==> src/r2e_pkg.sv <==
`default_nettype none
package r2e_pkg;

  // cordic datapath, independent of the element width since operands are prescaled to 2^40
  localparam int CORDIC_W = 44;
  localparam int ANG_W = 20;
  localparam int CORDIC_STEPS = 16;

  localparam int LANES = 5;
  localparam int LANE_P0 = 0;
  localparam int LANE_P1 = 1;
  localparam int LANE_YAW = 2;
  localparam int LANE_R0 = 3;
  localparam int LANE_R1 = 4;

  localparam logic signed [ANG_W-1:0] HALF_PI_Q16 = 20'sd102944;
  localparam logic signed [ANG_W-1:0] PI_Q16 = 20'sd205887;

  typedef struct packed {
    logic signed [CORDIC_W-1:0] x;
    logic signed [CORDIC_W-1:0] y;
    logic signed [ANG_W-1:0]    z;
  } lane_t;

  function automatic logic signed [ANG_W-1:0] atan_entry(input int step);
    logic signed [ANG_W-1:0] a;
    unique case (step)
      0:       a = 20'sd51472;
      1:       a = 20'sd30386;
      2:       a = 20'sd16055;
      3:       a = 20'sd8150;
      4:       a = 20'sd4091;
      5:       a = 20'sd2047;
      6:       a = 20'sd1024;
      7:       a = 20'sd512;
      8:       a = 20'sd256;
      9:       a = 20'sd128;
      10:      a = 20'sd64;
      11:      a = 20'sd32;
      12:      a = 20'sd16;
      13:      a = 20'sd8;
      14:      a = 20'sd4;
      15:      a = 20'sd2;
      default: a = '0;
    endcase
    return a;
  endfunction

  // quarter turn so that x is non-negative before the micro-rotations
  function automatic lane_t lane_prerotate(input lane_t v);
    lane_t r;
    r = v;
    if (v.x[CORDIC_W-1]) begin
      if (!v.y[CORDIC_W-1]) begin
        r.y = -v.x;
        r.x = v.y;
        r.z = HALF_PI_Q16;
      end else begin
        r.y = v.x;
        r.x = -v.y;
        r.z = -HALF_PI_Q16;
      end
    end
    return r;
  endfunction

endpackage
`default_nettype wire

==> src/r2e_cordic_cell.sv <==
`default_nettype none
module r2e_cordic_cell
  import r2e_pkg::*;
#(
  parameter int STEP = 0
) (
  input  logic  clk,
  input  logic  en,
  input  lane_t d,
  output lane_t q
);

  localparam logic signed [ANG_W-1:0] ATAN = atan_entry(STEP);

  logic signed [CORDIC_W-1:0] xs;
  logic signed [CORDIC_W-1:0] ys;
  lane_t q_next;

  always_comb begin
    xs = d.x >>> STEP;
    ys = d.y >>> STEP;
    q_next = d;
    // a lane whose y reached zero has converged and just passes on
    if (d.y != '0) begin
      if (!d.y[CORDIC_W-1]) begin
        q_next.x = d.x + ys;
        q_next.y = d.y - xs;
        q_next.z = d.z + ATAN;
      end else begin
        q_next.x = d.x - ys;
        q_next.y = d.y + xs;
        q_next.z = d.z - ATAN;
      end
    end
  end

  always_ff @(posedge clk) begin
    if (en) begin
      q <= q_next;
    end
  end

endmodule
`default_nettype wire

==> config.mk <==
export PLATFORM = sky130hd
export DESIGN_NAME = r2e_cordic_cell
export DESIGN_NICKNAME = d
export VERILOG_FILES = /design/src/r2e_pkg.sv /design/src/r2e_cordic_cell.sv
export SDC_FILE = /design/constraint.sdc
export NUM_CORES = 1
export LEC_CHECK = 0
export ABC_AREA = 1
export BUFFER_PORTS_ARGS = -buffer_cell sky130_fd_sc_hd__buf_4
export CAP_MARGIN = 20
export CELL_PAD_IN_SITES_DETAIL_PLACEMENT = 1
export CELL_PAD_IN_SITES_GLOBAL_PLACEMENT = 1
export CORE_MARGIN = 5
export CORE_UTILIZATION = 40
export DETAILED_ROUTE_END_ITERATION = 12
export PLACE_DENSITY = 0.81
export SLEW_MARGIN = 15
export SYNTH_ARGS = -nofsm -noshare
export SYNTH_HDL_FRONTEND = slang
export SYNTH_SLANG_ARGS = --single-unit
==> constraint.sdc <==
create_clock -name clk -period 3.1 [get_ports clk]
set_input_delay 0.155 -clock clk [delete_from_list [all_inputs] [get_ports clk]]
set_output_delay 0.155 -clock clk [all_outputs]
set_load 0.005 [all_outputs]
==> qor.txt <==
Yosys warns: 0
Crit path max-delay cell type: fa_1
Routed Antenna Nets: 0
Sequential share of the synthesized area: 0.1972
Num Clock Sinks: 108
Critical Path Sink: q[104]
Max-slew headroom: 0.3969
Crit share post-route: 0.8529
IO Pins: 218
Placer congestion estimate: 1.023
Most numerous cell in the Yosys netlist: nand2_1
Commonest cells post-synth: nand2_1, inv_1, nand3_1
Final Max Slew Viols: 0
Worst Setup Path Type: primary input to flip-flop
Grt total ovfl: 0
WP data required: 3.27 ns
Crit path cell chain: buf_4, inv_1, ha_1, fa_1, inv_1, nand2_1, nand2_1, a21oi_2, nor2_1, buf_4, nor2_1, buf_4, a21oi_2, nor2_1, nor2_1, nand2_1, nand2_1
Fin nets: 3348
Clock Pin Slew Worst Setup and Hold Paths: 0.09 ns
Leakage: 10.87 nW
Outcome: finished clean
Port bufs: 217
Compound-gate portion of the synthesized area: 0.1036
Gr usage total: 0.3482
FFs w/ async S/R, synth: 0
Die Ht: 212.8 um
Crit path buf inv count: 5
CTS tree: done
Initial core utilization: 0.4037
# H-tree levels: 3
Setup crit start: d[64]
Sequential cell area: 0.003243 mm^2
DRT Wirelength: 80610 um
Placed Cells: 3592
Top flop regs: q: 108 flops
Vias per inst: 5.410
Post-Synth Simple-Gate Area: 0.4033
Top reg by flops: q
Drc violations: 0
CP peak stage delay: 0.45 ns
Cells after Synth: 2813
Avg Cell Area, Syn: 5.847 um^2
Critical Path Sink Type: flip-flop
Layout Utilization: 0.4787
Arrival time at the worst endpoint: 2.82 ns
Pin count of the biggest net entering global routing: 68
Final setup fails: 0
Hold slack: 0.02884 ns
Antenna violations before repair: 2
Dpl ws: 0.08822 ns
Worst-Margin Slew: 0.9047 ns
Layout cells sized above 1: 0.1390
Maximum VDD drop: 0.2868 mV
1st-iter DRT viols: 1522
Final worst setup slack: 0.4559 ns
Max cap viols: 0
Class of the worst hold path: primary input to flip-flop
Xor/xnor share of the synthesized area: 0.02290
Vias after detailed routing: 19550
Largest family of logic cells by synthesized area: simple AND/OR/NAND/NOR gates
Post-synth top flop: edfxtp_1
Pwr Total: 6.855 mW
Post-synthesis adder-cell area fraction: 0.1258
Non-filler instance count after layout: 3614
Yosys top cell by area: nand2_1
Synthesized flop and latch total: 108
Layout Area Growth over Synthesis: 18.58%
EDFF count, synth: 108
CORE AREA: 0.04074 mm^2
Yosys cell types: 44
Post-CTS sizing: 0
Post-synthesis mux area share: 0
Max reg flops: 108
Ranking of synthesized cells by area: nand2_1, edfxtp_1, ha_1
Area share of the largest cell type after synthesis: 0.2376
Setup crit start kind: primary input
Finished Cell Area: 0.01950 mm^2
Global-route wire length before repair: 119500 um
CP Depth: 17
Crit path max fanout: 5
TNS Setup: 0 ns
Multi-input gate area: 0.01079 mm^2
Inserted Clock Buffers: 9
Syn_nets: 3086
Die Area: 0.04528 mm^2
Placed cell area: 0.01912 mm^2
PD cells: 351.5 mW/mm^2
First-pass iteration count of the detailed router: 5
Post-detailed-route wirelength per cell: 22.30 um
Hold Violations, Final: 0
Critical path's top delay family: simple AND/OR/NAND/NOR gates
RSZ-0062 raised after global routing: no
Root buffer cell: clkbuf_16
Netlist Area Pre-Place: 0.01645 mm^2
# rows: 74
Max Freq: 378.2 MHz
Detailed placement HPWL: 68950 um
Die span in x: 212.8 um
# fillers: 5787
Final Critical Period: 2.644 ns
Postcts setup bufs: 0
Vias in the first global route: 20420
CTS Buffer Depth: 2
[what timing repair did]
item,4_1_cts,5_1_grt
endpoints found under the setup margin,0,0
hold buffers,4,0
endpoints found under the hold margin,4,0
[cells in the final DEF, fill, tap and decap left out, types with 4 or more instances in the layout]
cell           synthesis  routed
a21o_1                 5       5
a21oi_1              159     159
a21oi_2                7       7
and2_1                 5       5
buf_12                 0       5
buf_4                 31     319
clkbuf_16              0       9
dlygate4sd3_1          0       4
edfxtp_1             108     108
fa_1                   4       4
ha_1                 159     159
inv_1                508     508
inv_2                  7       6
nand2_1             1041    1040
nand2_2               16      17
nand3_1              224     224
nand4_1               28      28
nor2_1               207     207
nor2_2                42      42
nor3_1                 8       8
nor4_1                10      10
o211ai_1              11      11
o21ai_0               73      73
o21ai_1               10      10
o21bai_1              25      25
o22ai_1                4       4
or2_2                  7       7
xnor2_1                9       9
xor2_1                34      34
[cell type report]
| class | instances | area share |
|---|---|---|
| multi-input cells | 2113 | 0.5531 |
| flip-flops and latches | 108 | 0.1663 |
| repair buffers | 328 | 0.1300 |
| inverters | 515 | 0.09918 |
| well taps | 532 | 0.03413 |
| clock buffers | 10 | 0.01174 |
| clock inverters | 6 | 0.005389 |
| diodes | 2 | 0.0002566 |
[worst min path at each step]
stage,startpoint,depth (start not counted),end,slack [ns]
final,d[14],3,q[14],0.03
after global routing,d[7],3,q[7],0.05
after CTS,d[14],3,q[14],0.02
after detailed placement,d[0],1,q[0],0.34
after global placement,d[1],1,q[1],0.33
after floorplan,d[0],0,q[0],0.25
[layer usage]
| metal | up-vias | global-route usage | share of wire |
|---|---|---|---|
| met5 | - | 0 | 0 |
| met4 | 0 | 0.1682 | 0.052 |
| met3 | 173 | 0.04790 | 0.063 |
| met2 | 664 | 0.5946 | 0.47 |
| met1 | 9457 | 0.4334 | 0.42 |
| li1 | 9256 | - | - |
[kinds of logic (layout without fill, tap and decap cells)]
family	after synthesis	after routing
buf+inv	592	859
other cells	0	2
compound gates	307	307
simple gates	1600	1600
fa+ha+maj	163	163
flops	108	108
xor+xnor	43	43
[report_power, final]
group	internal (mW)	switching (mW)	leakage (nW)
clock	0.729	0.697	0.162
combinational	1.21	2.26	9.65
sequential	1.88	0.0775	1.06
Power figures use the tool's default switching activity.
