==> config.mk <==
export PLATFORM = sky130hd
export DESIGN_NAME = r2e_sqrt_cell
export DESIGN_NICKNAME = d
export VERILOG_FILES = /design/src/r2e_sqrt_cell.sv
export SDC_FILE = /design/constraint.sdc
export NUM_CORES = 1
export LEC_CHECK = 0
export ABC_AREA = 1
export BUFFER_PORTS_ARGS = -buffer_cell sky130_fd_sc_hd__buf_2
export CORE_UTILIZATION = 55
export CTS_BUF_LIST = sky130_fd_sc_hd__clkbuf_8
export DETAILED_ROUTE_END_ITERATION = 10
export PLACE_DENSITY = 0.89
export SLEW_MARGIN = 10
export SYNTH_ARGS = -nofsm -noshare
export SYNTH_HDL_FRONTEND = slang
export SYNTH_SLANG_ARGS = --single-unit
==> constraint.sdc <==
create_clock -name clk -period 5.7 [get_ports clk]
set_clock_uncertainty 0.15 [all_clocks]
set_input_delay 0.57 -clock clk [delete_from_list [all_inputs] [get_ports clk]]
set_output_delay 0.57 -clock clk [all_outputs]
set_load 0.05 [all_outputs]
==> src/r2e_sqrt_cell.sv <==
`default_nettype none
module r2e_sqrt_cell #(
  parameter int W = 29,
  parameter int BIT_POS = 28
) (
  input  logic         clk,
  input  logic         en,
  input  logic [W-1:0] d_n,
  input  logic [W-1:0] d_r,
  output logic [W-1:0] q_n,
  output logic [W-1:0] q_r
);

  localparam logic [W-1:0] BIT_VAL = W'(1) << BIT_POS;

  logic [W-1:0] trial;
  logic [W-1:0] q_n_next;
  logic [W-1:0] q_r_next;

  always_comb begin
    trial = d_r + BIT_VAL;
    if (d_n >= trial) begin
      q_n_next = d_n - trial;
      q_r_next = (d_r >> 1) + BIT_VAL;
    end else begin
      q_n_next = d_n;
      q_r_next = d_r >> 1;
    end
  end

  always_ff @(posedge clk) begin
    if (en) begin
      q_n <= q_n_next;
      q_r <= q_r_next;
    end
  end

endmodule
`default_nettype wire

==> results of run 1 <==
[area by class of cell]
| type | count | area share, % |
|---|---|---|
| Clock buffer | 9 | 2.24 |
| Clock inverter | 6 | 1.07 |
| Multi-Input combinational cell | 448 | 42.1 |
| Sequential cell | 58 | 31.6 |
| Inverter | 145 | 9.86 |
| Tap cell | 105 | 2.38 |
| Timing Repair Buffer | 118 | 10.7 |
[through the flow]
| stage | std cells | hold WS (ps) | instance area (um2) | util, % | setup slack (ps) |
|---|---|---|---|---|---|
| 2_1_floorplan | 658 | 519 | 4700 | - | 3370 |
| 3_3_place_gp | 874 | 611 | 5340 | 64.6 | 2870 |
| 5_1_grt | 889 | 252 | 5520 | 66.8 | 2990 |
| 3_5_place_dp | 874 | 613 | 5340 | 64.6 | 2780 |
| 4_1_cts | 889 | 255 | 5520 | 66.8 | 3140 |
| 6_report | 889 | 261 | 5520 | 66.8 | 3120 |
[cells by family (layout without fill, tap and decap cells)]
| family | count (synthesis) | count (layout) | synth area share [%] |
|---|---|---|---|
| buffers and inverters | 152 | 278 | 13.4 |
| flip-flops | 58 | 58 | 37.1 |
| XOR/XNOR | 12 | 12 | 2.24 |
| AND/OR/NAND/NOR | 385 | 385 | 36.4 |
| adder cells (fa/ha/maj) | 30 | 30 | 8.15 |
| AO/OA/AOI/OAI | 21 | 21 | 2.66 |
[flip-flops by register name (all words and copies together), names as in the netlist]
signal  flops
q_n        29
q_r        29
[where the power goes]
group | total (mW) | internal (mW) | switching [mW]
combinational | 0.561 | 0.148 | 0.414
sequential | 0.541 | 0.529 | 0.0114
clock | 0.377 | 0.196 | 0.181
[placed cells by master (no fill, tap or decap), drive strengths merged]
cell type  count
nand2        260
and2           1
clkinvlp       2
clkbuf         9
nand3         69
o21ai          4
a21o           1
nand4          6
bufinv         1
nand3b         6
xor2          11
o21bai         1
nor3           3
xnor2          1
clkinv         5
nor2          40
inv          143
a21oi         15
fa             1
buf          118
edfxtp        58
ha            29
[per-layer routing]
layer / GRT usage [%] / up-vias / routed length (um) / share of wire [%]
li1: - / 2283 / - / -
met2: 53.1 / 184 / 6430 / 48
met5: 0 / - / 0 / 0
met1: 39.2 / 2111 / 5800 / 43
met3: 6.68 / 24 / 945 / 7.0
met4: 10.9 / 0 / 261 / 1.9
[worst paths after layout]
check	startpoint	end	slack [ps]	depth (start not counted)
setup / recovery	d_n[3]	q_n[0]	3120	12
hold / removal	d_r[26]	q_r[25]	260	1
[worst max-delay path, cell delays in order]
cell and delay, ps:
sky130_fd_sc_hd__buf_2 110, sky130_fd_sc_hd__ha_1 380, sky130_fd_sc_hd__nand2_2 150, sky130_fd_sc_hd__inv_1 60, sky130_fd_sc_hd__nand2_1 100, sky130_fd_sc_hd__nand3_2 150
sky130_fd_sc_hd__nand2_1 90, sky130_fd_sc_hd__nand2_1 130, sky130_fd_sc_hd__nand2_2 110, sky130_fd_sc_hd__nand3_4 360, sky130_fd_sc_hd__nand2_1 210, sky130_fd_sc_hd__o21ai_2 70
==> results by stage, run 1 <==
Clock tree:
- After clock tree synthesis, the repair step resized 0 gates.
- After clock tree synthesis, the clock-pin slew on the worst setup and hold paths is 70 ps.
- For this design, the CTS-stage hold fixing added 0 buffers.
- The master cell of the clock root buffer is sky130_fd_sc_hd__clkbuf_8.
- TritonCTS created 9 clock buffers.
- The clock passes through at most 2 buffers.
- Once the clock tree was built, the setup fixing pass inserted 0 buffers.
- The H-tree was split into 3 levels.
- The tree built by TritonCTS fans out to slightly below 60 sinks.
- TritonCTS built the clock tree.

Power:
- The analysis attributes to cell leakage a power of roughly 3.1 nW.
- Power spread over the standard cell area amounts to 268 nW/um2.
- IR analysis of the VDD net gives a maximum drop of 0.147 mV.
- The design draws 1.48 mW.

Synthesis:
- After synthesis, the mean cell area works out to 7.14 um2.
- The synthesized design spends more area on one cell type than any other, namely sky130_fd_sc_hd__edfxtp_1.
- After synthesis, the most frequently instantiated cells are sky130_fd_sc_hd__nand2_1, sky130_fd_sc_hd__inv_1, sky130_fd_sc_hd__edfxtp_1, sky130_fd_sc_hd__nand3_1, sky130_fd_sc_hd__nor2_1.
- The yosys synthesis warning count is 0.
- The flop and latch count out of synthesis is 58.
- In the post-synthesis netlist, the biggest area contributors are sky130_fd_sc_hd__edfxtp_1, sky130_fd_sc_hd__nand2_1, sky130_fd_sc_hd__inv_1.
- The net count after synthesis is 748.
- The part of the Yosys area used for sequential elements is 37.1%.
- The post-synthesis instance area is 4700 um2.
- In this run, synthesis inferred between 50 and 60 flip-flops with an integrated enable.
- In this run, distinct cell masters in the synthesized netlist total 30.
- The number of cells produced by synthesis is about 660.
- In the synthesized netlist the dominant register cell turns out to be sky130_fd_sc_hd__edfxtp_1.
- Of the post-synthesis cell area, the dominant cell type holds 37.1%.
- sky130_fd_sc_hd__nand2_1 is the most common cell in the netlist.
- The async set or reset register ratio after synthesis is 0%.

Global route:
- The largest net degree at the start of global routing is 33.
- In the global route stage, overall resource usage came out at 31.3%.
- The first-pass GRT wire length is ~21000 um.
- The total grt overflow is 0.
- The number of global-route vias before repair is between 4k and 5k.
- The number of antenna violations at the first check in global routing was 0.

Detailed routing:
- The routed layout has 4602 vias.
- The detail route stage leaves a number of antenna-violating nets equal to 0.
- The overall routed net length is 13400 um.
- The DRC violations left is 0.
- The first detailed-routing pass ran for 5 iterations.
- After detailed routing, the average wire length per cell comes to ~15 um.
- In the routed layout, each cell is associated on average with a via count of 5.18.
- The initial detailed-routing violation count is 237.

Worst setup path:
- Data on the critical path arrives at its endpoint at 2520 ps.
- The element type at the critical path start is a primary input.
- Data on the critical path is required at its endpoint by 5640 ps.
- STA classifies the critical path endpoint as a register.
- The maximum fanout along the worst path is 32.
- The critical setup path kind is in2reg.

Die:
- The area of the die is around 8900 um2.
- The area of the core is slightly above 8000 um2.
- The x dimension of the die is around 94 um.
- For this configuration, the core starts out at a cell density of 56.9%.
- The vertical extent of the die is 94.4 um.
- After floorplanning, the core was divided into 33 placement rows.
- The number of top-level design ports is 118.

STA:
- The count of endpoints failing hold in the final timing report is 0.
- Setup repair after global routing left no endpoint under its margin.
- The worst path in the final design needs a cycle of 2580 ps, including I/O delays and setup.
- In the finished design, the share of the clock period the worst path needs comes to 45.3%.
- The final-report max-slew violation count is 0.
- The worst pin sits at a relative slew slack of a little under half.
- At the pin with the least slew margin, the transition time is between 800 and 900 ps.
- Setup violations remaining at the end of the flow were counted as 0.
- Timing would allow up to between 300 and 400 MHz.
- The setup TNS is 0 ps.

Flow run:
- The number of max-capacitance violations reported is 0.

Hold path:
- The class of the tightest hold or removal check is in2reg.

Final layout:
- The net count reported at finish is 870.
- The area taken by multi-input logic gates is 2330 um2.
- The synthesis-to-layout area growth is 17.4%.
- The post-route netlist has 21.8% of its cells at a drive strength greater than 1.
- The layout filler cell count is 745.
- 0 antenna diodes ended up in the layout.
- In the final layout, flip-flops and latches occupy 1740 um2.

Placement:
- The half-perimeter wire length after placement is 10600 um.
- At the end of routability-driven placement, the weighted congestion stood at roughly 0.95.
- The count of port buffers added during placement is approximately 120.

Outcome:
- The run finished with clean final reports.
Power figures use the tool's default switching activity.
==> run 2: changes to the inputs <==
--- a/config.mk
+++ b/config.mk
@@ -5,12 +5,12 @@
 export SDC_FILE = /design/constraint.sdc
 export NUM_CORES = 1
 export LEC_CHECK = 0
-export ABC_AREA = 1
+export ABC_AREA = 0
 export BUFFER_PORTS_ARGS = -buffer_cell sky130_fd_sc_hd__buf_2
-export CORE_UTILIZATION = 55
+export CORE_UTILIZATION = 48
 export CTS_BUF_LIST = sky130_fd_sc_hd__clkbuf_8
 export DETAILED_ROUTE_END_ITERATION = 10
-export PLACE_DENSITY = 0.89
+export PLACE_DENSITY = 0.86
 export SLEW_MARGIN = 10
 export SYNTH_ARGS = -nofsm -noshare
 export SYNTH_HDL_FRONTEND = slang
==> constraint.sdc (replaced) <==
create_clock -name clk -period 2.3 [get_ports clk]
set_clock_uncertainty 0.15 [all_clocks]
set_input_delay 0.23 -clock clk [delete_from_list [all_inputs] [get_ports clk]]
set_output_delay 0.23 -clock clk [all_outputs]
set_load 0.05 [all_outputs]
==> results by stage, run 2 <==
Outcome:
- The run finished, with violations left.
- The final reports fail on negative setup slack.

Final layout:
- The number of cells in the finished layout apart from fillers was 700 (-21%).
- The net count reported at finish came to 686 (-21%).
- Leaving out fill and tap cells, the most frequent cell in the layout is sky130_fd_sc_hd__buf_2.
- In the final layout, the registers with the most flip-flops are q_n (29), q_r (29).
- The fraction of final layout cells sized beyond drive strength 1 was 49.3% (+27 points).
- The end-of-flow core utilization was 80.8% (+14 points).
- The synthesis-to-layout area growth is 59.2%.
- The design area is 5990 um2 (+8.5%).
- In the layout the commonest cells are sky130_fd_sc_hd__buf_2, sky130_fd_sc_hd__buf_4, sky130_fd_sc_hd__edfxtp_1.
- The antenna diode count is 0 (unchanged).

Power:
- The total power per unit cell area came to 652 nW/um2 (+140%).
- The overall power consumption came to 3.90 mW (+160%).
- The static leakage power is 2.74 nW (-13%).
- The largest vdd supply drop is 0.360 mV (+150%).

Die:
- The placement row count came to 31 (-6.1%).
- The area of the die is 8200 um2 (-8.1%).
- The initial cell density of the core is 50.8% (-6.1 points).
- The x dimension of the die is 90.5 um (-4.1%).
- The number of top-level design ports is 118 (unchanged).
- The area of the core is 7410 um2 (-10%).
- The vertical extent of the die is 90.5 um (-4.1%).

STA:
- The setup TNS is -3450 ps (-3450 ps).
- The relative slew slack is 74.0% (+28 points).
- The smallest hold slack is 6.95 ps (-254 ps).
- The setup slack after layout is -204 ps (-3320 ps).
- Setup repair after global routing could not meet its margin everywhere.
- The transition at the pin with the smallest max-transition slack is 386 ps (-419 ps).
- The final-report max-slew violation count is 0 (unchanged).
- The count of endpoints failing hold in the final timing report came to 0 (unchanged).
- The maximum clock rate is between 300 and 400 MHz.
- The final count of negative-setup-slack endpoints came to 28 (+28).
- The post-route fraction of the period consumed by the critical path is 109%.
- Subtracting the final worst setup slack from the clock period gives 2500 ps.

Clock tree:
- The worst-case clock buffer depth is 2 (unchanged).
- The CTS tree is yes.
- The clock-pin slew on the worst setup and hold paths is 80 ps (about the same).
- The number of buffers inserted during clock tree synthesis came to 9 (unchanged).
- The H-tree level count is 3 (unchanged).
- The clock sink count is 58 (unchanged).
- The master cell of the clock root buffer is sky130_fd_sc_hd__clkbuf_8.

Worst setup path:
- The endpoint kind of the worst setup timing path is a register.
- The critical path in this run is classified as in2reg.
- The maximum fanout along the worst path came to 6 (-81%).
- The capturing element of the worst setup path is q_n[19].
- The cell with the largest stage delay on the worst path is sky130_fd_sc_hd__mux2_4.
- The endpoint required time on the critical path is 2260 ps (-3380 ps).
- The worst setup path is launched from a primary input.
- The peak per-stage delay on the critical path is 320 ps (-60 ps).
- The data arrival at the endpoint of the critical path is 2470 ps (-50 ps).
- The source of the critical timing path is d_r[2].
- Traced cell by cell, the critical path runs through buf_8, inv_4, ha_4, o211ai_1, a21oi_4, o2111ai_2, a31o_1, o21ai_2, a31o_4, a21oi_4, buf_8, clkinv_4, mux2_4.

Global route:
- The largest net degree at the start of global routing came to 59 (+79%).
- The met3 track utilization from global routing was 5.72% (-0.96 points).
- The layer with the highest usage after global routing is met2.
- The met2 demand-to-capacity share in global routing is 51.6% (-1.5 points).
- The number of global-route vias before repair is 3945 (-9.9%).
- The first-pass GRT wire length came to 18500 um (-11%).
- The met1 usage was 33.1% (-6.1 points).
- The total routing resource utilization after global routing was 28.9% (-2.4 points).
- The number of antenna violations at the first check in global routing is 0 (unchanged).
- The total grt overflow is 0 (unchanged).

Synthesis:
- Among all flip-flop cells after synthesis, the most frequent one is sky130_fd_sc_hd__edfxtp_1.
- The commonest cells after synthesis are sky130_fd_sc_hd__edfxtp_1, sky130_fd_sc_hd__nand2_1, sky130_fd_sc_hd__o21ai_0, sky130_fd_sc_hd__a21oi_1, sky130_fd_sc_hd__inv_1.
- The async set or reset register ratio after synthesis is 0% (unchanged).
- The flop and latch count out of synthesis is 58 (unchanged).
- The post-synthesis instance area came to 3760 um2 (-20%).
- The average footprint of a synthesized cell came to 10.4 um2 (+45%).
- The part of the Yosys area used for sequential elements is 46.3% (+9.2 points).
- The number of cells produced by synthesis is 363 (-45%).
- The unique cell type count in the Yosys netlist was 43 (+43%).
- The top-area cell type share of the netlist area is 46.3% (+9.2 points).
- sky130_fd_sc_hd__edfxtp_1 takes more of the synthesized area than any other cell.
- The number of enable flip-flop cells after synthesis is 58 (unchanged).
- The most common cell in the synthesized netlist is sky130_fd_sc_hd__edfxtp_1.
- The yosys synthesis warning count is 0 (unchanged).
- The net count after synthesis is 453 (-39%).
- After synthesis, the cell types taking the most area are sky130_fd_sc_hd__edfxtp_1, sky130_fd_sc_hd__ha_1, sky130_fd_sc_hd__o21ai_0.

Placement:
- The weighted congestion at the end of routability-driven global placement is 0.885 (-6.9%).
- The half-perimeter wire length after placement is 7070 um (-33%).
- The worst slack at placement is -520 ps (-3300 ps).
- The count of port buffers added during placement is 117 (unchanged).
- The post-placement cell count was 643 (-26%).
- The post-detailed-placement cell area was 4990 um2 (-6.4%).

Detailed routing:
- The overall routed net length is 13900 um (+3.7%).
- The number of routed nets with antenna violations is 0 (unchanged).
- The DRC violations left is 0 (unchanged).
- The via density per instance is 5.90 (+14%).
- The average wire length per cell after detail routing is 19.9 um (+32%).
- The length of the first detailed-routing pass in iterations came to 5 (unchanged).
- The initial detailed-routing violation count came to 369 (+56%).
- The routed via count is 4133 (-10%).

Hold path:
- The class of the tightest hold or removal check is in2reg.

Flow run:
- The number of max-capacitance violations reported is 0 (unchanged).
==> run 2: cell types whose count changed after synthesis, sizes merged, moves of 9 or more <==
cell / before / now
nand2: 260 / 47
a21oi: 15 / 36
nand3: 69 / 4
inv: 143 / 34
o21ai: 4 / 45
xnor2: 1 / 12
nor2: 40 / 15
a21o: 1 / 10
==> run 2: worst min-delay path by stage <==
stage            start  endpoint  slack (ps)  cells past startpoint
2_1_floorplan   d_r[1]    q_r[0]         180                      0
3_3_place_gp   d_r[11]   q_r[10]         270                      1
3_5_place_dp   d_r[11]   q_r[10]         270                      1
4_1_cts         d_r[8]    q_r[7]          10                      2
5_1_grt         d_r[8]    q_r[7]           5                      2
6_report        d_r[8]    q_r[7]           7                      2
==> run 2: area by class of cell <==
class | count | area [um2]
repair buffers | 237 | 1710
fillers | 398 | 1420
clock buffers | 9 | 124
flip-flops and latches | 58 | 1740
well taps | 99 | 124
multi-input cells | 256 | 2100
inverters | 34 | 148
clock inverters | 7 | 37.5
==> run 2: logic make-up (layout without fill, tap and decap cells) <==
| family | after synthesis | in the layout | share of synthesized area, % |
|---|---|---|---|
| AO/OA/AOI/OAI | 113 | 113 | 18.8 |
| AND/OR/NAND/NOR | 86 | 86 | 10.8 |
| flip-flops | 58 | 58 | 46.3 |
| buffers and inverters | 49 | 287 | 7.28 |
| adder cells (fa/ha/maj) | 30 | 30 | 10.2 |
| XOR/XNOR | 25 | 25 | 5.82 |
| multiplexers | 2 | 2 | 0.798 |
==> run 2: routing by layer <==
layer,up-vias,part of all wire [%]
li1,1768,-
met1,1900,36
met2,350,46
met3,115,9.6
met4,0,7.9
met5,-,0
==> run 2: repair_timing <==
action                     in CTS  in global routing
pin swaps                      10                 31
resized for setup              35                 74
hold endpoints to repair       27                  0
hold buffers                   27                  0
gates cloned                    2                  0
setup endpoints to repair      29                 29
setup buffers                   5                  8
==> run 2: critical path: cells and delay by family <==
family,cells,cell delay (ps)
buffers and inverters,4,370
AO/OA/AOI/OAI,7,1350
adder cells (fa/ha/maj),1,200
multiplexers,1,320
==> run 2: power by group <==
| part | internal, mW | switching [mW] |
|---|---|---|
| Sequential | 1.31 | 0.0364 |
| Combinational | 0.659 | 1.07 |
| Clock | 0.377 | 0.452 |
| Total | 2.35 | 1.56 |
==> run 3: changes to the inputs <==
--- a/config.mk
+++ b/config.mk
@@ -7,10 +7,10 @@
 export LEC_CHECK = 0
 export ABC_AREA = 0
 export BUFFER_PORTS_ARGS = -buffer_cell sky130_fd_sc_hd__buf_2
-export CORE_UTILIZATION = 48
+export CORE_UTILIZATION = 53
 export CTS_BUF_LIST = sky130_fd_sc_hd__clkbuf_8
 export DETAILED_ROUTE_END_ITERATION = 10
-export PLACE_DENSITY = 0.86
+export PLACE_DENSITY = 0.89
 export SLEW_MARGIN = 10
 export SYNTH_ARGS = -nofsm -noshare
 export SYNTH_HDL_FRONTEND = slang
==> constraint.sdc (replaced) <==
create_clock -name clk -period 2.6 [get_ports clk]
set_clock_uncertainty 0.15 [all_clocks]
set_input_delay 0.26 -clock clk [delete_from_list [all_inputs] [get_ports clk]]
set_output_delay 0.26 -clock clk [all_outputs]
set_load 0.05 [all_outputs]
==> results by stage, run 3 (synthesized netlist as in run 2, its figures left out) <==
Die:
- The vertical extent of the die is 86.3 um (-4.7%).
- The area of the die is 7440 um2 (-9.2%).
- The number of top-level design ports is 118 (unchanged).
- The area of the core was 6830 um2 (-7.8%).
- The initial cell density of the core is 55.1% (+4.3 points).
- The placement row count is 30 (-3.2%).
- The x dimension of the die is 86.3 um (-4.7%).

STA:
- Counting I/O delays and the setup requirement, the final critical path takes 2550 ps.
- The relative slew slack is 62.8% (-11 points).
- The count of endpoints failing hold in the final timing report was 0 (unchanged).
- Timing would allow up to about 390 MHz.
- The post-route fraction of the period consumed by the critical path is between 90% and 100%.
- The final-report max-slew violation count was 0 (unchanged).
- The final count of negative-setup-slack endpoints was 0 (-100%).
- The transition at the pin with the smallest max-transition slack was 558 ps (+171 ps).
- The setup TNS is 0 ps (+3450 ps).

Global route:
- The number of antenna violations at the first check in global routing is 0 (unchanged).
- The total routing resource utilization after global routing is 27.3% (-1.6 points).
- The total grt overflow was 0 (unchanged).
- The number of global-route vias before repair is 3472 (-12%).
- The largest net degree at the start of global routing was 37 (-37%).
- The first-pass GRT wire length is 15500 um (-16%).

Worst setup path:
- The cell with the largest stage delay on the worst path is sky130_fd_sc_hd__or4_4.
- The signal on the critical path passes through buf_2, inv_1, ha_1, fa_2, nor2b_1, o31a_2, o211ai_2, o211ai_2, a31oi_2, or4_4, a31oi_2, xnor2_1, o21ai_2.
- The peak per-stage delay on the critical path is 450 ps (+130 ps).
- The buffering stage count on the worst path with inverters included is 2 (-2).
- The family with the most delay on the worst path is compound AO/OA/AOI/OAI gates.
- The endpoint required time on the critical path is 2560 ps (+300 ps).
- STA classifies the critical path startpoint as a primary input.
- The critical setup path kind is in2reg.
- The maximum fanout along the worst path is 2 (-4).
- The data arrival at the endpoint of the critical path is 2510 ps (+40 ps).
- The endpoint kind of the worst setup timing path is a register.

Flow run:
- The number of max-capacitance violations reported is 0 (unchanged).

Final layout:
- The library cells used most frequently in the layout, excluding fill and tap cells, are sky130_fd_sc_hd__buf_2, sky130_fd_sc_hd__edfxtp_1, sky130_fd_sc_hd__nand2_1.
- The antenna diode count is 0 (unchanged).
- The fraction of final layout cells sized beyond drive strength 1 is 37.2% (-12 points).
- The largest registers in the layout are q_n (29), q_r (29).
- The synthesis-to-layout area growth is 40.5%.
- The design area is 5290 um2 (-12%).
- The end-of-flow core utilization is 77.4% (-3.4 points).
- The net count reported at finish is 644 (-6.1%).
- Leaving out fill and tap cells, the most frequent cell in the layout is sky130_fd_sc_hd__buf_2.

Detailed routing:
- The number of routed nets with antenna violations is 0 (unchanged).
- The routed via count is 3483 (-16%).
- The length of the first detailed-routing pass in iterations was 5 (unchanged).
- The DRC violations left is 0 (unchanged).
- The initial detailed-routing violation count is 217 (-41%).
- The overall routed net length is 10000 um (-28%).
- The average wire length per cell after detail routing is 15.3 um (-23%).
- The via density per instance was 5.32 (-9.9%).

Power:
- The portion of total power attributed to the clock network came to 27.9% (+6.7 points).
- The overall power consumption is 3.35 mW (-14%).
- The net switching power of the design is 1.22 mW (-22%).
- The static leakage power is 2.47 nW (-9.7%).
- The combinational fraction of design power is 36.8% (-7.5 points).
- The total power per unit cell area came to 634 nW/um2 (-2.8%).
- The largest vdd supply drop came to 0.454 mV (+26%).
- The internal power of the cells came to 2.13 mW (-9.1%).
- The switching portion of total power is 36.4% (-3.5 points).
- The sequential cell fraction of total power is 35.4% (+0.9 points).

Clock tree:
- The clock sink count came to 58 (unchanged).
- TritonCTS built the clock tree.
- The master cell of the clock root buffer is sky130_fd_sc_hd__clkbuf_8.
- The clock-pin slew on the worst setup and hold paths is 70 ps (about the same).
- The worst-case clock buffer depth is 2 (unchanged).
- The H-tree level count was 3 (unchanged).
- The number of buffers inserted during clock tree synthesis was 9 (unchanged).

Placement:
- The count of port buffers added during placement is 117 (unchanged).
- The post-detailed-placement cell area is 4740 um2 (-5.0%).
- The half-perimeter wire length after placement is 6950 um (-1.7%).
- The weighted congestion at the end of routability-driven global placement is 0.912 (+3.1%).

Hold path:
- The path with the worst hold slack has its endpoint at q_n[6].
- The number of cells traversed by the worst hold path is 3 (+1).
- The path class of the tightest hold or removal check is in2reg.
- The startpoint of the worst hold path is d_n[6].

Outcome:
- The flow ran to the end, and the final reports show no timing, DRC or antenna violations.
[run 3: through the flow]
stage          cells  hold WS [ps]  setup WS (ps)
6_report         655          57.2           54.0
5_1_grt          655          61.3          -17.4
4_1_cts          654          47.5           12.8
3_5_place_dp     611           303           -273
3_3_place_gp     611           302           -205
2_1_floorplan    363           209          -47.7
[run 3: worst max path at each step]
stage	to	cells after the start	slack (ps)	from
2_1_floorplan	q_n[28]	12	-50	d_n[0]
3_3_place_gp	q_n[19]	10	-210	d_n[12]
3_5_place_dp	q_n[19]	12	-270	d_r[2]
4_1_cts	q_n[19]	11	10	d_r[28]
5_1_grt	q_n[14]	12	-20	d_r[2]
6_report	q_n[28]	13	50	d_n[0]
[run 3: timing repair]
action	in CTS	in global routing
buffers inserted	0	1
endpoints found under the hold margin	27	0
hold buffers	27	0
endpoints found under the setup margin	0	29
resized for setup	0	8
[run 3: cell type report]
type	count	area (um2)
clock inverter	7	93.8
clock buffer	9	124
inverter	34	128
fill	458	1540
multi-input combinational	256	1780
tap	96	120
sequential	58	1740
timing repair buffer	195	1300
[run 3: routing by layer]
| metal | track usage [%] | up-vias | wire length, um |
|---|---|---|---|
| met5 | 0 | - | 0 |
| met4 | 11.7 | 0 | 236 |
| met3 | 6.00 | 26 | 664 |
| met2 | 48.3 | 151 | 5080 |
| met1 | 32.0 | 1623 | 4020 |
| li1 | - | 1683 | - |
[run 3: power by group through the flow]
stage,clock (mW),sequential (mW),combinational (mW)
6_report,0.934,1.19,1.23
5_1_grt,0.994,1.20,1.31
4_1_cts,0.937,1.19,1.19
3_5_place_dp,0,1.21,1.15
3_3_place_gp,0,1.20,1.12
2_1_floorplan,0,1.58,0.446
